**src/u2a_pkg.sv**
```systemverilog
// ----------------------------------------------------------------------------
// u2a_pkg: shared types and constants of the digit converter
// Mode codes, sequencer states, radix unit control and digit tables.
// ----------------------------------------------------------------------------
package u2a_pkg;

   localparam int DigitSlots = 16;
   localparam int DigitBits  = 4;
   localparam int CountBits  = 5;
   localparam int ValueBits  = 64;
   localparam int CharBits   = 7;

   // mode codes; bit 1 selects upper-case hex, so the unused code acts as upper hex
   localparam logic [1:0] MODE_DEC       = 2'd0;
   localparam logic [1:0] MODE_HEX_LOWER = 2'd1;
   localparam logic [1:0] MODE_HEX_UPPER = 2'd2;
   localparam int         ModeUpperBit   = 1;

   // divide by ten: q = (x * DecRecip) >> DecShift, exact for all 32-bit x
   localparam logic [31:0] DecRecip = 32'hCCCCCCCD;
   localparam int          DecShift = 35;

   localparam logic [CharBits-1:0] LowerDigits [DigitSlots] = '{
      7'd48, 7'd49, 7'd50, 7'd51, 7'd52, 7'd53, 7'd54, 7'd55,
      7'd56, 7'd57, 7'd97, 7'd98, 7'd99, 7'd100, 7'd101, 7'd102
   };
   localparam logic [CharBits-1:0] UpperDigits [DigitSlots] = '{
      7'd48, 7'd49, 7'd50, 7'd51, 7'd52, 7'd53, 7'd54, 7'd55,
      7'd56, 7'd57, 7'd65, 7'd66, 7'd67, 7'd68, 7'd69, 7'd70
   };

   typedef enum logic [2:0] {
      ST_IDLE,
      ST_MUL,
      ST_SPLIT,
      ST_READ,
      ST_SHOW
   } state_type;

   typedef struct packed {
      logic dec;
      logic load;
   } ctrl_type;

   function automatic logic [CharBits-1:0] digit_ascii(input logic [DigitBits-1:0] d,
                                                      input logic upper);
      return upper ? UpperDigits[d] : LowerDigits[d];
   endfunction

endpackage

```
**src/u2a_ram.sv**
```systemverilog
// ----------------------------------------------------------------------------
// u2a_ram: generic single-write, single-read RAM
// One write port and one read port with registered read data.
// ----------------------------------------------------------------------------
module u2a_ram #(
   parameter int Width = 4,
   parameter int Depth = 16
) (
   input  logic                     clock,
   input  logic                     wr_en,
   input  logic [$clog2(Depth)-1:0] wr_addr,
   input  logic [Width-1:0]         wr_data,
   input  logic                     rd_en,
   input  logic [$clog2(Depth)-1:0] rd_addr,
   output logic [Width-1:0]         rd_data
);

   logic [Width-1:0] mem_ff [Depth];
   logic [Width-1:0] rd_data_ff;

   always_ff @(posedge clock) begin
      if (wr_en) begin
         mem_ff[wr_addr] <= wr_data;
      end
      if (rd_en) begin
         rd_data_ff <= mem_ff[rd_addr];
      end
   end

   assign rd_data = rd_data_ff;

endmodule

```
**src/u2a_radix_unit.sv**
```systemverilog
// ----------------------------------------------------------------------------
// u2a_radix_unit: shared divide-by-radix step
// Splits the working value into quotient and low digit, radix 10 or 16.
// Radix 10 runs through a registered reciprocal multiply.
// ----------------------------------------------------------------------------
module u2a_radix_unit (
   input  logic                             clock,
   input  u2a_pkg::ctrl_type                ctrl,
   input  logic [u2a_pkg::ValueBits-1:0]    value,
   output logic [u2a_pkg::ValueBits-1:0]    quot,
   output logic [u2a_pkg::DigitBits-1:0]    rem
);

   logic [63:0]                          product_ff;
   logic [63:0]                          product_in;
   logic [63-u2a_pkg::DecShift:0]        dec_quot;
   logic [7:0]                           quot_x10;

   assign product_in = value[31:0] * u2a_pkg::DecRecip;

   always_ff @(posedge clock) begin
      if (ctrl.load) begin
         product_ff <= product_in;
      end
   end

   assign dec_quot = product_ff[63:u2a_pkg::DecShift];
   // remainder is below ten, so the low nibble of x - 10q is enough
   assign quot_x10 = {4'd0, dec_quot[3:0]} * 8'd10;

   always_comb begin
      if (ctrl.dec) begin
         quot = {{u2a_pkg::DecShift{1'b0}}, dec_quot};
         rem  = value[3:0] - quot_x10[3:0];
      end else begin
         quot = {4'd0, value[u2a_pkg::ValueBits-1:4]};
         rem  = value[3:0];
      end
   end

endmodule

```
**src/unsigned_to_ascii_digits_core.sv**
```systemverilog
// ----------------------------------------------------------------------------
// unsigned_to_ascii_digits_core: unsigned value to ASCII digit characters
// Converts one value per transaction into its decimal or hex digits,
// most significant first, and marks the final character.
// ----------------------------------------------------------------------------
// One request transaction (mode, value) yields one response transaction per
// digit, most significant first, no leading zeros; zero gives a single '0'.
// Mode 0 converts the low 32 bits in decimal, mode 1 all 64 bits in lower-case
// hex, modes 2 and 3 in upper-case hex. The block takes one request at a time
// and holds req_ready low until the final character is taken. The block first
// accepts the request, then produces each digit by a reciprocal multiply and a
// split in decimal or by a split alone in hex, then fetches the first digit
// from the digit store, and then outputs one character per cycle while
// rsp_ready stays high.
// Every digit passes through the shared radix unit and the digit store.
// ----------------------------------------------------------------------------
module unsigned_to_ascii_digits_core (
   input  logic                          clock,
   input  logic                          reset,
   input  logic                          req_valid,
   output logic                          req_ready,
   input  logic [1:0]                    req_cmd,
   input  logic [u2a_pkg::ValueBits-1:0] req_value,
   output logic                          rsp_valid,
   input  logic                          rsp_ready,
   output logic [u2a_pkg::CharBits-1:0]  rsp_digit_char,
   output logic                          rsp_last
);

   u2a_pkg::state_type                   state_ff, state_in;
   logic [u2a_pkg::ValueBits-1:0]        work_ff, work_in;
   logic [u2a_pkg::CountBits-1:0]        cnt_ff, cnt_in;
   logic [1:0]                           mode_ff, mode_in;
   logic [u2a_pkg::DigitBits-1:0]        idx_ff, idx_in;

   u2a_pkg::ctrl_type                    ctrl;
   logic [u2a_pkg::ValueBits-1:0]        quot;
   logic [u2a_pkg::DigitBits-1:0]        rem;
   logic                                 wr_en;
   logic                                 rd_en;
   logic [u2a_pkg::DigitBits-1:0]        rd_addr;
   logic [u2a_pkg::DigitBits-1:0]        rd_digit;
   logic                                 is_dec;

   assign is_dec = (mode_ff == u2a_pkg::MODE_DEC);

   // shared divide step
   u2a_radix_unit radix_unit (
      .clock (clock),
      .ctrl  (ctrl),
      .value (work_ff),
      .quot  (quot),
      .rem   (rem)
   );

   // digits, least significant first
   u2a_ram #(
      .Width (u2a_pkg::DigitBits),
      .Depth (u2a_pkg::DigitSlots)
   ) digit_store (
      .clock   (clock),
      .wr_en   (wr_en),
      .wr_addr (cnt_ff[u2a_pkg::DigitBits-1:0]),
      .wr_data (rem),
      .rd_en   (rd_en),
      .rd_addr (rd_addr),
      .rd_data (rd_digit)
   );

   always_ff @(posedge clock) begin
      if (reset) begin
         state_ff <= u2a_pkg::ST_IDLE;
         work_ff  <= '0;
         cnt_ff   <= '0;
         mode_ff  <= '0;
      end else begin
         state_ff <= state_in;
         work_ff  <= work_in;
         cnt_ff   <= cnt_in;
         mode_ff  <= mode_in;
      end
      idx_ff <= idx_in;
   end

   always_comb begin
      state_in  = state_ff;
      work_in   = work_ff;
      cnt_in    = cnt_ff;
      mode_in   = mode_ff;
      idx_in    = idx_ff;
      ctrl.dec  = is_dec;
      ctrl.load = 1'b0;
      wr_en     = 1'b0;
      rd_en     = 1'b0;
      rd_addr   = idx_ff;
      req_ready = 1'b0;
      rsp_valid = 1'b0;

      unique case (state_ff)
         u2a_pkg::ST_IDLE: begin
            req_ready = 1'b1;
            if (req_valid) begin
               // latch the mode; decimal keeps the low 32 bits only
               mode_in = req_cmd;
               cnt_in  = '0;
               if (req_cmd == u2a_pkg::MODE_DEC) begin
                  work_in  = {32'd0, req_value[31:0]};
                  state_in = u2a_pkg::ST_MUL;
               end else begin
                  work_in  = req_value;
                  state_in = u2a_pkg::ST_SPLIT;
               end
            end
         end
         u2a_pkg::ST_MUL: begin
            // capture the reciprocal product for this digit
            ctrl.load = 1'b1;
            state_in  = u2a_pkg::ST_SPLIT;
         end
         u2a_pkg::ST_SPLIT: begin
            // store the low digit, advance to the quotient
            wr_en   = 1'b1;
            work_in = quot;
            cnt_in  = cnt_ff + u2a_pkg::CountBits'(1);
            if (quot == '0 || cnt_ff == u2a_pkg::CountBits'(u2a_pkg::DigitSlots - 1)) begin
               // most significant digit sits where this one was written
               idx_in   = cnt_ff[u2a_pkg::DigitBits-1:0];
               work_in  = '0;
               state_in = u2a_pkg::ST_READ;
            end else if (is_dec) begin
               state_in = u2a_pkg::ST_MUL;
            end else begin
               state_in = u2a_pkg::ST_SPLIT;
            end
         end
         u2a_pkg::ST_READ: begin
            // fetch the most significant digit
            rd_en    = 1'b1;
            state_in = u2a_pkg::ST_SHOW;
         end
         u2a_pkg::ST_SHOW: begin
            rsp_valid = 1'b1;
            if (rsp_ready) begin
               if (idx_ff == '0) begin
                  state_in = u2a_pkg::ST_IDLE;
               end else begin
                  // fetch the next digit while this one leaves
                  idx_in  = idx_ff - u2a_pkg::DigitBits'(1);
                  rd_addr = idx_in;
                  rd_en   = 1'b1;
               end
            end
         end
         default: begin
            state_in = u2a_pkg::ST_IDLE;
         end
      endcase
   end

   // character from the held digit; read data holds while stalled
   assign rsp_digit_char = u2a_pkg::digit_ascii(rd_digit, mode_ff[u2a_pkg::ModeUpperBit]);
   assign rsp_last       = (idx_ff == '0);

`ifndef SYNTHESIS
   a_no_overlap: assert property (@(posedge clock) disable iff (reset)
      !(req_ready && rsp_valid))
      else $error("request accepted while a response is pending");

   a_count_bound: assert property (@(posedge clock) disable iff (reset)
      cnt_ff <= u2a_pkg::CountBits'(u2a_pkg::DigitSlots))
      else $error("digit count beyond the digit store");

   a_last_frees: assert property (@(posedge clock) disable iff (reset)
      (rsp_valid && rsp_ready && rsp_last) |=> req_ready)
      else $error("block not ready after the final character");

   a_mul_split: assert property (@(posedge clock) disable iff (reset)
      (state_ff == u2a_pkg::ST_MUL) |=> (state_ff == u2a_pkg::ST_SPLIT))
      else $error("multiply not followed by a split");

   a_hex_no_mul: assert property (@(posedge clock) disable iff (reset)
      (state_ff == u2a_pkg::ST_MUL) |-> is_dec)
      else $error("reciprocal multiply in a hex mode");
`endif

endmodule

```
**config.mk**
```make
export PLATFORM = sky130hd
export DESIGN_NAME = unsigned_to_ascii_digits_core
export DESIGN_NICKNAME = d
export VERILOG_FILES = /design/src/u2a_pkg.sv /design/src/u2a_ram.sv /design/src/u2a_radix_unit.sv /design/src/unsigned_to_ascii_digits_core.sv
export SDC_FILE = /design/constraint.sdc
export NUM_CORES = 1
export LEC_CHECK = 0
export ABC_AREA = 1
export ABC_CLOCK_PERIOD_IN_PS = 7600
export BUFFER_PORTS_ARGS = -buffer_cell sky130_fd_sc_hd__buf_2
export CORE_MARGIN = 2
export CORE_UTILIZATION = 50
export CTS_BUF_LIST = sky130_fd_sc_hd__clkbuf_8 sky130_fd_sc_hd__clkbuf_16
export DETAILED_ROUTE_END_ITERATION = 16
export GPL_ROUTABILITY_DRIVEN = 1
export GPL_TIMING_DRIVEN = 0
export HOLD_SLACK_MARGIN = 0.06
export PLACE_DENSITY = 0.66
export SYNTH_ARGS = -nofsm -noshare
export SYNTH_HDL_FRONTEND = slang
export SYNTH_HIERARCHICAL = 1
export SYNTH_SLANG_ARGS = --single-unit
```
**constraint.sdc**
```tcl
create_clock -name clock -period 7.6 [get_ports clock]
set_clock_uncertainty 0.1 [all_clocks]
set_input_delay 0.76 -clock clock [delete_from_list [all_inputs] [get_ports clock]]
set_output_delay 0.76 -clock clock [all_outputs]
set_load 0.01 [all_outputs]
```
==> impl_metrics.yaml <==
run_status:
  status: "finished, final reports clean"
floorplanning:
  dieWidth_um: 239
  ios: 80
  die_y_um: 239
  start_util_pct: 50.3
  rows: 86
  die_area_mm2: 0.0570
  coreArea_mm2: 0.0548
timing:
  min_period_ns: 7.25
  hold_viol_final: 0
  finalCritPeriodShare_pct: 95.4
  maxSlewViolCount: 0
  tightest_slew_ns: 0.922
  setup_viol: 0
  grt_setup_unrepaired: "false"
  fmax_mhz: 138
  fin_ws_ns: 0.351
  slew_headroom_pct: 38.2
  finalSetupTns_ns: 0
placement:
  place_congestion: 0.983
  portBuffers: 79
  place_inst: 4204
  place_area_mm2: 0.0289
  dpl_worst_slack_ns: 0.435
  dpl.hpwl_mm: 70.7
global_route:
  grt_pass1_wl_mm: 126
  grt_pass1_vias: 22039
  grt_max_degree: 17
  track_usage_pct: 29.6
  antenna_found_initial: 0
  grt_overflow_total: 0
job:
  maxCapViolCount: 0
route:
  ant_nets: 0
  vias: 22055
  drc: 0
  avgViaCountPerCell: 5.21
  wl_mm: 80.9
  firstDrtPassIters: 7
  drt_iter0_drc: 1837
  routedWlPerCell_um: 19.1
clock_network:
  clock_sinks: 175
  h-tree-depth: 4
  tritoncts: "done"
  numCtsBuffers: 17
  clockRootBuffer: "clkbuf_16"
  worstSkewPairLatency_ns: 0.44
  ctsResizeCount: 0
  hold_buffers: 0
  cts_setup_buffers: 0
  cts.clk_slew.worst_paths_ns: 0.07
  clk_path_buf_depth: 2
final_layout:
  stdcell_area_mm2: 0.0294
  area_growth_pct: 6.90
  multi_input_area_mm2: 0.0194
  final_cells: 4236
  drive_above_1_share_pct: 6.26
  diodes: 0
  seqCellArea_mm2: 0.00452
  fin_nets: 4328
  fillers: 5319
synth:
  syn_area_mm2: 0.0275
  avgSynthCellArea_um2: 8.07
  async_flop_share_pct: 0
  yosysTopAreaCellShare_pct: 28.1
  ys_ff_latch: 175
  yosys_warnings: 6
  ys_seq_area_share_pct: 16.4
  synth_ff_type: "edfxtp_1"
  ys_types: 47
  synth.top_cells.by_area: "fa_1 28%, ha_1 16%, inv_1 12%"
  synth-edff-count: 101
  synthCells: 3414
  synth.largest_area_cell: "fa_1"
hold_path:
  hold_path.class: "flop to flop"
worst_setup_path:
  rrSetupSlack_ns: 0.35
  startpoint_type: "flop"
  required_ns: 7.70
  cp_max_fo: 9
  crit_type: "flop to flop"
  critPathArrivalTime_ns: 7.34
  end_kind: "flop"
==> critical path, stage by stage (launching register included) <==
cell,delay (ns)
dfxtp_1,0.73
ha_1,0.37
clkbuf_1,0.25
xnor2_1,0.45
o21ai_0,0.24
fa_1,0.60
inv_1,0.06
fa_1,0.48
fa_1,0.54
inv_1,0.05
fa_1,0.45
fa_1,0.54
fa_1,0.49
ha_1,0.35
nand2_1,0.12
nor2_1,0.27
nand2_1,0.18
nor2_1,0.13
nand2_1,0.07
nand3_1,0.17
nand2_1,0.17
nand3_1,0.12
nand2_1,0.06
==> synth_stat cells (13+ instances only) <==
cell and n:
dfxtp_1 74, nor2_2 17, o21bai_1 16, fa_1 387, ha_1 352, inv_1 844
buf_6 13, o21ai_1 45, nand3_1 117, clkbuf_1 24, o211ai_1 30, o21ai_0 114
nand2_1 633, nor2_1 320, buf_4 16, a21oi_1 117, xor2_1 38, edfxtp_1 101
nor3_1 44, buf_2 18
==> state kept, by name (all words and copies together), names as in the netlist <==
name	count
state_ff	3
idx_ff	4
work_ff	64
digit_store/mem_ff	64
mode_ff	2
digit_store/rd_data	4
radix_unit/product_ff	29
cnt_ff	5
==> layer usage <==
layer,track usage (%),share of wire (%)
met1,40.8,43
met4,11.4,4.4
met5,0,0
met3,3.11,6.6
met2,48.0,46
==> cell type report <==
class                           count  share of cell area [%]
Sequential cell                   175                    15.3
Clock buffer                       17                    1.44
Timing Repair Buffer               83                    1.47
Inverter                          859                    11.0
Tap cell                          704                    2.99
Multi-Input combinational cell   2311                    65.7
Clock inverter                     15                   0.459
Buffer                             72                    1.57
==> worst paths after layout <==
| path | startpoint | endpoint | cells after the start |
|---|---|---|---|
| worst max-delay path | work_ff[8]$_SDFFE_PP0P_ | radix_unit/product_ff[57]$_DFFE_PP_ | 22 |
| worst min-delay path | mode_ff[0]$_SDFFE_PP0P_ | mode_ff[0]$_SDFFE_PP0P_ | 2 |
| worst max register to register | work_ff[8]$_SDFFE_PP0P_ | radix_unit/product_ff[57]$_DFFE_PP_ | 22 |
| worst min register to register | mode_ff[0]$_SDFFE_PP0P_ | mode_ff[0]$_SDFFE_PP0P_ | 2 |
==> layout by cell type (no fill, tap or decap), types with 5 or more instances in the layout <==
master,netlist,layout
o211ai_1,30,30
nand3_1,117,117
fa_1,387,387
clkbuf_1,24,24
nand2_2,9,9
ha_1,352,352
buf_4,16,18
a21o_1,8,8
inv_2,8,8
a21oi_1,117,117
clkinv_1,4,6
xor2_1,38,38
edfxtp_1,101,101
buf_6,13,15
o21ai_0,114,112
xnor2_1,12,11
clkbuf_16,0,17
nor3_1,44,43
inv_1,844,845
nand4_1,8,8
inv_6,1,6
nor3_2,6,7
nor2_2,17,17
dfxtp_1,74,73
nor2_1,320,320
o21ai_1,45,47
nand2_1,633,633
or2_2,5,5
buf_2,18,97
o21bai_1,16,16
==> per-stage QoR <==
step                hold slack, ns  utilization (%)
finish                       0.364             53.8
global route                 0.402             53.8
CTS                          0.364             53.8
detailed placement           0.353             52.7
global placement             0.350             52.6
floorplan                    0.340                -
==> kinds of logic after synthesis <==
family	share of synthesized area, %
adders and majority gates	44.1
AOI/OAI and AO/OA	6.86
other	0.0136
and+or+nand+nor	17.6
xor gates and xnor gates	1.59
DFF	16.4
buffers and inverters	13.4
Power is left out: the tool's default activity adds up to more than one toggle a clock period on the data nets, which glitch-free logic cannot reach.
